File: src/rtl/preemptive_priority_scheduler_unit_defines.svh
// Assertion macros used by the scheduler top level.
`ifndef PREEMPTIVE_PRIORITY_SCHEDULER_UNIT_DEFINES_SVH
`define PREEMPTIVE_PRIORITY_SCHEDULER_UNIT_DEFINES_SVH

// Condition that must hold at every clock edge out of reset.
`define PPSU_ASSERT_NOW(lbl, cond, msg) \
  lbl: assert property (@(posedge clk) disable iff (!rst_n) (cond)) else $error(msg);

// Consequence that must hold in the clock cycle after the antecedent.
`define PPSU_ASSERT_NXT(lbl, ante, cons, msg) \
  lbl: assert property (@(posedge clk) disable iff (!rst_n) (ante) |=> (cons)) else $error(msg);

`endif

File: src/rtl/ppsu_pkg.sv
// Shared constants and types for the preemptive priority scheduler.
package ppsu_pkg;

  localparam int MAX_PROCS   = 16;
  localparam int IDX_W       = (MAX_PROCS > 1) ? $clog2(MAX_PROCS) : 1;
  localparam int CNT_W       = $clog2(MAX_PROCS + 1);
  localparam int ARR_W       = 16;
  localparam int BURST_W     = 16;
  localparam int PRIO_W      = 8;
  localparam int PIDX_W      = 4;
  localparam int OUT_W       = 21;
  // Worst case finish: latest arrival plus every burst run back to back.
  localparam int TICK_W      = $clog2(65536 * (MAX_PROCS + 1));
  localparam int IN_TDATA_W  = 40;
  localparam int OUT_TDATA_W = 72;
  localparam int OUT_PAD_W   = OUT_TDATA_W - PIDX_W - 3 * OUT_W;
  localparam int Q_DEPTH     = 2;
  localparam int Q_PTR_W     = 1;
  localparam int Q_CNT_W     = 2;

  // One process record as classified by the front end.
  typedef struct packed {
    logic [ARR_W-1:0]   arrival;
    logic [BURST_W-1:0] burst;
    logic [PRIO_W-1:0]  prio;
    logic               last;
    logic               zero_burst;
  } rec_t;

  // Status of the scheduling engine seen by the top level.
  typedef struct packed {
    logic             loading;
    logic [CNT_W-1:0] loaded;
  } core_stat_t;

endpackage

File: src/rtl/ppsu_front.sv
// Front end: accepts records, classifies them and queues them for the engine.
module ppsu_front
  import ppsu_pkg::*;
(
  input  logic                  clk,
  input  logic                  rst_n,
  input  logic                  in_tvalid,
  output logic                  in_tready,
  input  logic [IN_TDATA_W-1:0] in_tdata,
  input  logic                  in_tlast,
  output logic                  rec_valid,
  input  logic                  rec_ready,
  output rec_t                  rec,
  output logic [Q_CNT_W-1:0]    q_cnt
);

  rec_t                q_mem_r [Q_DEPTH];
  logic [Q_PTR_W-1:0]  wr_ptr_r, wr_ptr_nxt;
  logic [Q_PTR_W-1:0]  rd_ptr_r, rd_ptr_nxt;
  logic [Q_CNT_W-1:0]  cnt_r, cnt_nxt;
  logic                push, pop;
  rec_t                new_rec;

  assign in_tready = (cnt_r != Q_CNT_W'(Q_DEPTH));
  assign push      = in_tvalid && in_tready;
  assign rec_valid = (cnt_r != '0);
  assign pop       = rec_valid && rec_ready;
  assign rec       = q_mem_r[rd_ptr_r];
  assign q_cnt     = cnt_r;

  always_comb begin
    new_rec.arrival    = in_tdata[ARR_W-1:0];
    new_rec.burst      = in_tdata[ARR_W+BURST_W-1:ARR_W];
    new_rec.prio       = in_tdata[ARR_W+BURST_W+PRIO_W-1:ARR_W+BURST_W];
    new_rec.last       = in_tlast;
    new_rec.zero_burst = (new_rec.burst == '0);
    wr_ptr_nxt = push ? wr_ptr_r + 1'b1 : wr_ptr_r;
    rd_ptr_nxt = pop  ? rd_ptr_r + 1'b1 : rd_ptr_r;
    cnt_nxt    = cnt_r + Q_CNT_W'(push) - Q_CNT_W'(pop);
  end

  always_ff @(posedge clk) begin
    if (!rst_n) begin
      wr_ptr_r <= '0;
      rd_ptr_r <= '0;
      cnt_r    <= '0;
    end else begin
      wr_ptr_r <= wr_ptr_nxt;
      rd_ptr_r <= rd_ptr_nxt;
      cnt_r    <= cnt_nxt;
    end
  end

  always_ff @(posedge clk) begin
    if (push) begin
      q_mem_r[wr_ptr_r] <= new_rec;
    end
  end

endmodule

File: src/rtl/ppsu_core.sv
// Back end: process tables, event-driven schedule sweep and result output.
module ppsu_core
  import ppsu_pkg::*;
(
  input  logic              clk,
  input  logic              rst_n,
  input  logic              rec_valid,
  output logic              rec_ready,
  input  rec_t              rec,
  output logic              out_valid,
  input  logic              out_ready,
  output logic [PIDX_W-1:0] out_pidx,
  output logic [OUT_W-1:0]  out_cmp,
  output logic [OUT_W-1:0]  out_tat,
  output logic [OUT_W-1:0]  out_wt,
  output logic              out_last,
  output core_stat_t        stat
);

  typedef enum logic [1:0] {
    ST_LOAD,
    ST_SCAN,
    ST_STEP,
    ST_OUT
  } state_t;

  state_t               state_r;
  logic [ARR_W-1:0]     arr_r [MAX_PROCS];
  logic [BURST_W-1:0]   bst_r [MAX_PROCS];
  logic [BURST_W-1:0]   rem_r [MAX_PROCS];
  logic [PRIO_W-1:0]    pri_r [MAX_PROCS];
  logic [OUT_W-1:0]     cmp_r [MAX_PROCS];
  logic [CNT_W-1:0]     loaded_r;
  logic [IDX_W-1:0]     idx_r;
  logic [TICK_W-1:0]    tick_r;
  logic                 found_r, have_next_r;
  logic [PRIO_W-1:0]    best_r;
  logic [IDX_W-1:0]     pick_r;
  logic [BURST_W-1:0]   pick_rem_r;
  logic [ARR_W-1:0]     next_arr_r;
  logic                 out_valid_r, out_last_r;
  logic [PIDX_W-1:0]    out_pidx_r;
  logic [OUT_W-1:0]     out_cmp_r, out_tat_r, out_wt_r;

  logic [ARR_W-1:0]     e_arr;
  logic [BURST_W-1:0]   e_rem;
  logic [PRIO_W-1:0]    e_pri;
  logic                 e_active, e_ready, take, nxt_cand, at_end;
  logic [CNT_W-1:0]     loaded_inc;
  logic [TICK_W-1:0]    gap, run, tick_after;
  logic [BURST_W-1:0]   rem_after;
  logic [OUT_W-1:0]     o_cmp, o_tat, o_wt;
  logic                 pop, out_free;

  assign rec_ready = (state_r == ST_LOAD);
  assign pop       = rec_valid && rec_ready;
  assign out_free  = !out_valid_r || out_ready;

  always_comb begin
    e_arr    = arr_r[idx_r];
    e_rem    = rem_r[idx_r];
    e_pri    = pri_r[idx_r];
    e_active = (e_rem != '0);
    e_ready  = (TICK_W'(e_arr) <= tick_r);
    take     = e_active && e_ready && (!found_r || e_pri < best_r);
    nxt_cand = e_active && !e_ready && (!have_next_r || e_arr < next_arr_r);
    at_end   = (CNT_W'(idx_r) + CNT_W'(1) == loaded_r);
    loaded_inc = loaded_r + CNT_W'(1);

    // run until the next arrival or until the picked process finishes
    gap        = TICK_W'(next_arr_r) - tick_r;
    run        = (have_next_r && gap < TICK_W'(pick_rem_r)) ? gap : TICK_W'(pick_rem_r);
    tick_after = tick_r + run;
    rem_after  = pick_rem_r - run[BURST_W-1:0];

    o_cmp = cmp_r[idx_r];
    o_tat = o_cmp - OUT_W'(e_arr);
    o_wt  = o_tat - OUT_W'(bst_r[idx_r]);
  end

  always_ff @(posedge clk) begin
    if (!rst_n) begin
      state_r     <= ST_LOAD;
      loaded_r    <= '0;
      idx_r       <= '0;
      tick_r      <= '0;
      found_r     <= 1'b0;
      have_next_r <= 1'b0;
      out_valid_r <= 1'b0;
    end else begin
      // result taken and no new one issued this cycle
      if (out_valid_r && out_ready && state_r != ST_OUT) begin
        out_valid_r <= 1'b0;
      end
      case (state_r)
        ST_LOAD: begin
          if (pop) begin
            if (loaded_r < CNT_W'(MAX_PROCS)) begin
              loaded_r <= loaded_inc;
            end
            if (rec.last) begin
              state_r     <= ST_SCAN;
              idx_r       <= '0;
              tick_r      <= '0;
              found_r     <= 1'b0;
              have_next_r <= 1'b0;
            end
          end
        end
        ST_SCAN: begin
          if (take) begin
            found_r    <= 1'b1;
            best_r     <= e_pri;
            pick_r     <= idx_r;
            pick_rem_r <= e_rem;
          end
          if (nxt_cand) begin
            have_next_r <= 1'b1;
            next_arr_r  <= e_arr;
          end
          if (at_end) begin
            state_r <= ST_STEP;
          end else begin
            idx_r <= idx_r + 1'b1;
          end
        end
        ST_STEP: begin
          idx_r       <= '0;
          found_r     <= 1'b0;
          have_next_r <= 1'b0;
          if (found_r) begin
            tick_r  <= tick_after;
            state_r <= ST_SCAN;
          end else if (have_next_r) begin
            tick_r  <= TICK_W'(next_arr_r);
            state_r <= ST_SCAN;
          end else begin
            state_r <= ST_OUT;
          end
        end
        ST_OUT: begin
          if (out_free) begin
            out_valid_r <= 1'b1;
            out_pidx_r  <= PIDX_W'(idx_r);
            out_cmp_r   <= o_cmp;
            out_tat_r   <= o_tat;
            out_wt_r    <= o_wt;
            out_last_r  <= at_end;
            if (at_end) begin
              state_r  <= ST_LOAD;
              loaded_r <= '0;
            end else begin
              idx_r <= idx_r + 1'b1;
            end
          end
        end
        default: begin
          state_r <= ST_LOAD;
        end
      endcase
    end
  end

  // table writes: loading at the fill position, schedule updates at the pick
  always_ff @(posedge clk) begin
    if (state_r == ST_LOAD && pop && loaded_r < CNT_W'(MAX_PROCS)) begin
      arr_r[loaded_r[IDX_W-1:0]] <= rec.arrival;
      bst_r[loaded_r[IDX_W-1:0]] <= rec.burst;
      rem_r[loaded_r[IDX_W-1:0]] <= rec.burst;
      pri_r[loaded_r[IDX_W-1:0]] <= rec.prio;
      if (rec.zero_burst) begin
        cmp_r[loaded_r[IDX_W-1:0]] <= OUT_W'(rec.arrival);
      end
    end else if (state_r == ST_STEP && found_r) begin
      rem_r[pick_r] <= rem_after;
      if (rem_after == '0) begin
        cmp_r[pick_r] <= tick_after[OUT_W-1:0];
      end
    end
  end

  assign out_valid    = out_valid_r;
  assign out_pidx     = out_pidx_r;
  assign out_cmp      = out_cmp_r;
  assign out_tat      = out_tat_r;
  assign out_wt       = out_wt_r;
  assign out_last     = out_last_r;
  assign stat.loading = (state_r == ST_LOAD);
  assign stat.loaded  = loaded_r;

endmodule

File: src/rtl/preemptive_priority_scheduler_unit.sv
// Top level of the preemptive priority scheduler.
// Process records (arrival tick, burst length, priority) stream in on the
// in_ channel and are stored in load order, up to MAX_PROCS of them; records
// beyond that are dropped. The record with in_tlast set closes the batch and
// starts a unit-tick preemptive priority schedule from tick zero: the ready,
// unfinished process with the smallest priority number runs, the earliest
// loaded wins a tie, and the clock idles when nothing is ready. Afterwards
// one result per process leaves on the out_ channel in load order, carrying
// completion tick, turnaround and waiting time, with out_tlast on the last
// one. Records load at one item per cycle through a two-entry queue. The
// schedule works from event to event (an arrival, a completion or an idle
// jump): each event costs one sweep over the loaded table, and a batch of N
// processes has at most about 2N events. The results then leave at one item
// per cycle while out_tready is high. No record is taken from the queue
// until the batch's results are all issued.
`include "preemptive_priority_scheduler_unit_defines.svh"

module preemptive_priority_scheduler_unit
  import ppsu_pkg::*;
(
  input  logic                   clk,
  input  logic                   rst_n,
  input  logic                   in_tvalid,
  output logic                   in_tready,
  // [15:0] arrival_tick, [31:16] burst_ticks, [39:32] priority_level
  input  logic [IN_TDATA_W-1:0]  in_tdata,
  input  logic                   in_tlast,     // last_process
  output logic                   out_tvalid,
  input  logic                   out_tready,
  // [3:0] process_index, [24:4] completion_tick, [45:25] turnaround_ticks,
  // [66:46] waiting_ticks, [71:67] zero
  output logic [OUT_TDATA_W-1:0] out_tdata,
  output logic                   out_tlast     // last_result
);

  logic               rec_valid, rec_ready;
  rec_t               rec;
  logic [Q_CNT_W-1:0] q_cnt;
  core_stat_t         stat;
  logic [PIDX_W-1:0]  res_pidx;
  logic [OUT_W-1:0]   res_cmp, res_tat, res_wt;

  // front: accept and classify records
  ppsu_front u_front (
    .clk       (clk),
    .rst_n     (rst_n),
    .in_tvalid (in_tvalid),
    .in_tready (in_tready),
    .in_tdata  (in_tdata),
    .in_tlast  (in_tlast),
    .rec_valid (rec_valid),
    .rec_ready (rec_ready),
    .rec       (rec),
    .q_cnt     (q_cnt)
  );

  // back: tables, schedule sweep and result register
  ppsu_core u_core (
    .clk       (clk),
    .rst_n     (rst_n),
    .rec_valid (rec_valid),
    .rec_ready (rec_ready),
    .rec       (rec),
    .out_valid (out_tvalid),
    .out_ready (out_tready),
    .out_pidx  (res_pidx),
    .out_cmp   (res_cmp),
    .out_tat   (res_tat),
    .out_wt    (res_wt),
    .out_last  (out_tlast),
    .stat      (stat)
  );

  assign out_tdata = {OUT_PAD_W'(0), res_wt, res_tat, res_cmp, res_pidx};

  // queue occupancy never runs past its depth
  `PPSU_ASSERT_NOW(a_q_bound, q_cnt <= Q_CNT_W'(Q_DEPTH), "record queue overrun")
  // table fill never exceeds its size
  `PPSU_ASSERT_NOW(a_fill_bound, stat.loaded <= CNT_W'(MAX_PROCS), "table overfilled")
  // results of one batch follow without gaps while the sink keeps up
  `PPSU_ASSERT_NXT(a_res_burst, out_tvalid && out_tready && !out_tlast, out_tvalid,
                   "gap inside a result run")

endmodule

File: config.mk
export PLATFORM = sky130hd
export DESIGN_NAME = preemptive_priority_scheduler_unit
export DESIGN_NICKNAME = d
export VERILOG_FILES = /design/src/rtl/ppsu_pkg.sv /design/src/rtl/ppsu_front.sv /design/src/rtl/ppsu_core.sv /design/src/rtl/preemptive_priority_scheduler_unit.sv
export VERILOG_INCLUDE_DIRS = /design/src /design/src/rtl
export SDC_FILE = /design/constraint.sdc
export NUM_CORES = 2
export LEC_CHECK = 0
export BUFFER_PORTS_ARGS = -buffer_cell sky130_fd_sc_hd__buf_2
export CAP_MARGIN = 20
export CORE_MARGIN = 2
export CORE_UTILIZATION = 40
export DETAILED_ROUTE_END_ITERATION = 12
export PLACE_DENSITY = 0.63
export SLEW_MARGIN = 0
export SYNTH_ARGS = -nofsm -noshare
export SYNTH_HDL_FRONTEND = slang
export SYNTH_HIERARCHICAL = 1
export SYNTH_SLANG_ARGS = --single-unit
File: constraint.sdc
create_clock -name clk -period 23.6 [get_ports clk]
set_input_delay 0 -clock clk [delete_from_list [all_inputs] [get_ports clk]]
set_output_delay 0 -clock clk [all_outputs]
set_load 0.03 [all_outputs]
==> results.yml <==
critical_path:
  critPathLaunch: "u_core/next_arr_r[0]$_DFFE_PP_"
  cpMostUsedCell: "a21oi_1"
  critPathRequiredTime_ps: 24040
  criticalPathCategory: "reg -> reg"
  cp-start-kind: "flip-flop"
  r2r-start: "u_core/next_arr_r[0]$_DFFE_PP_"
  crit_family: "compound AO/OA/AOI/OAI gates"
  worst-path-buf-inv: 2
  worstPathMaxFanout: 37
  max_stage_delay_ps: 1170
  cpMaxStageDelayCell: "a21oi_1"
  cp_data_arrival_time_ps: 9840
  critPathCaptureType: "flip-flop"
route:
  drt_iter0_markers: 2939
  vias_per_cell: 5.59
  via_count: 31500
  ant_nets: 0
  drcViolationCount: 0
  wl_mm: 155
  firstDrtPassIters: 5
  wl_per_cell_um: 27.4
cts:
  clock-sinks: 1472
  post_cts_resized: 0
  h-tree-depth: 4
  numCtsBuffers: 155
  clk_path_buf_depth: 3
  clkLatencyLatePin_ps: 800
  cts_tree: "done"
  cts_root_buffer: "clkbuf_16"
  cts_hold_buf: 73
  postCtsSetupRepairBufs: 0
  clkTransAtPathRegs_ps: 60
die:
  rows: 143
  io_pins: 120
  initial_core_util_pct: 40.4
  die_area_sq_um: 157000
  die_h_um: 396
  fp.dieW_um: 396
  coreArea_sq_um: 152000
sta:
  relSlewSlack_pct: 23.5
  min_period_ps: 9400
  worst_slew_pin_slew_ps: 1140
  hold_viol_final: 0
  setup_violations: 0
  clock_skew_ps: 59.8
  finalMaxSlewViolations: 0
  fmax_ghz: 0.106
  rsz0062_at_grt: "no"
  period_share_pct: 39.8
  setup-tns-final_ps: 0
grt:
  antenna_found_initial: 8
  grtUsageTotal_pct: 19.7
  grt_pass1_vias: 31800
  overflow: 0
  busiest_layer: "met2"
  grt_util_met2_pct: 32.1
  met3_usage_pct: 3.28
  use_met1_pct: 27.4
  grt_pass1_wl_mm: 222
  grt_max_degree: 99
power_and_ir_drop:
  power.share.clock_pct: 30.5
  power_leakage_nw: 22.9
  pwr-share-comb_pct: 26.9
  p_int_mw: 5.39
  ir_worst_vdd_v: 0.0000798
  power_switching_mw: 2.37
  p_seq_share_pct: 42.6
  switching_share_pct: 30.5
  power_density_nw_per_um2: 110
cells_and_area:
  utilization_pct: 46.3
  syn_to_final_growth_pct: 14.7
  final_common_cell: "edfxtp_1"
  drive_above_1_share_pct: 25.9
  final_cell_mix: "1428 x edfxtp_1, 384 x mux4_2, 156 x clkbuf_16, 140 x ha_1, 135 x inv_1"
  final_cells: 5635
  nNetsFinal: 3667
place:
  place.detailed.hpwl_mm: 92.0
  routabilityCongestion: 0.896
  dp_cells: 5274
  port_buffers: 114
run:
  drv_cap: 0
run_status:
  status: "completed"
yosys:
  yosysWarnings: 6
  synthCells: 3166
  synth.cell_area_sq_um: 61400
  syn-mean-instance-area_sq_um: 19.4
min_path:
  hold_start: "in_tdata[14]"
  hold_path_class: "in -> reg"
metal layers:
| metal | vias to the layer above | part of all wire, % |
|---|---|---|
| li1 | 13500 | - |
| met1 | 16600 | 42 |
| met2 | 1148 | 49 |
| met3 | 213 | 6.6 |
| met4 | 2 | 2.4 |
| met5 | - | 0.0091 |
flip-flops by register name (all words and copies together) (netlist names), 2 cells and up, named ones only:
signal             count
u_core/arr_r         256
u_core/state_r         2
u_core/pick_rem_r     16
u_core/out_wt         21
u_core/tick_r         21
u_core/cmp_r         336
u_core/best_r          8
u_core/out_pidx        4
u_core/loaded_r        5
u_core/next_arr_r     16
u_core/bst_r         256
u_core/pick_r          4
u_core/pri_r         128
u_front/q_mem_r       84
u_core/out_tat        21
u_core/idx_r           4
u_core/out_cmp        21
u_core/rem_r         256
u_front/q_cnt          2
layout make-up:
cell class	instances	area [sq um]
diodes	3	7.51
clock buffers	191	4040
clock inverters	91	920
fillers	12800	81700
inverters	135	507
multi-input cells	1437	16600
flip-flops and latches	1472	43800
well taps	2030	2540
repair buffers	276	1990
path summary, 6_finish.rpt:
kind                                           end  slack, ps  cells after the start
setup / recovery     u_core/cmp_r[8][19]$_DFFE_PP_      14200                     32
setup reg to reg     u_core/cmp_r[8][19]$_DFFE_PP_      14200                     32
hold / removal    u_front/q_mem_r[1][40]$_DFFE_PP_         30                      2
hold reg to reg     u_core/tick_r[14]$_SDFFE_PN0P_        490                      2
metrics by stage:
stage | hold WS (ps) | power [mW] | instance area [sq um] | worst slack, ps
2_1_floorplan | 98.9 | 4.78 | 61400 | 14880
3_3_place_gp | 189 | 5.41 | 64700 | 14420
3_5_place_dp | 192 | 5.44 | 64700 | 14280
4_1_cts | 2.38 | 7.81 | 70400 | 14260
5_1_grt | 20.9 | 8.11 | 70400 | 13630
6_report | 31.3 | 7.76 | 70400 | 14200
power groups by stage:
stage | clock [mW] | combinational, mW | sequential [mW]
after CTS | 2.41 | 2.10 | 3.31
after floorplan | 0 | 1.45 | 3.33
after detailed placement | 0 | 2.08 | 3.36
final | 2.37 | 2.09 | 3.30
after global placement | 0 | 2.05 | 3.35
after global routing | 2.51 | 2.29 | 3.31
No activity file was read; power rests on OpenSTA's default activity.
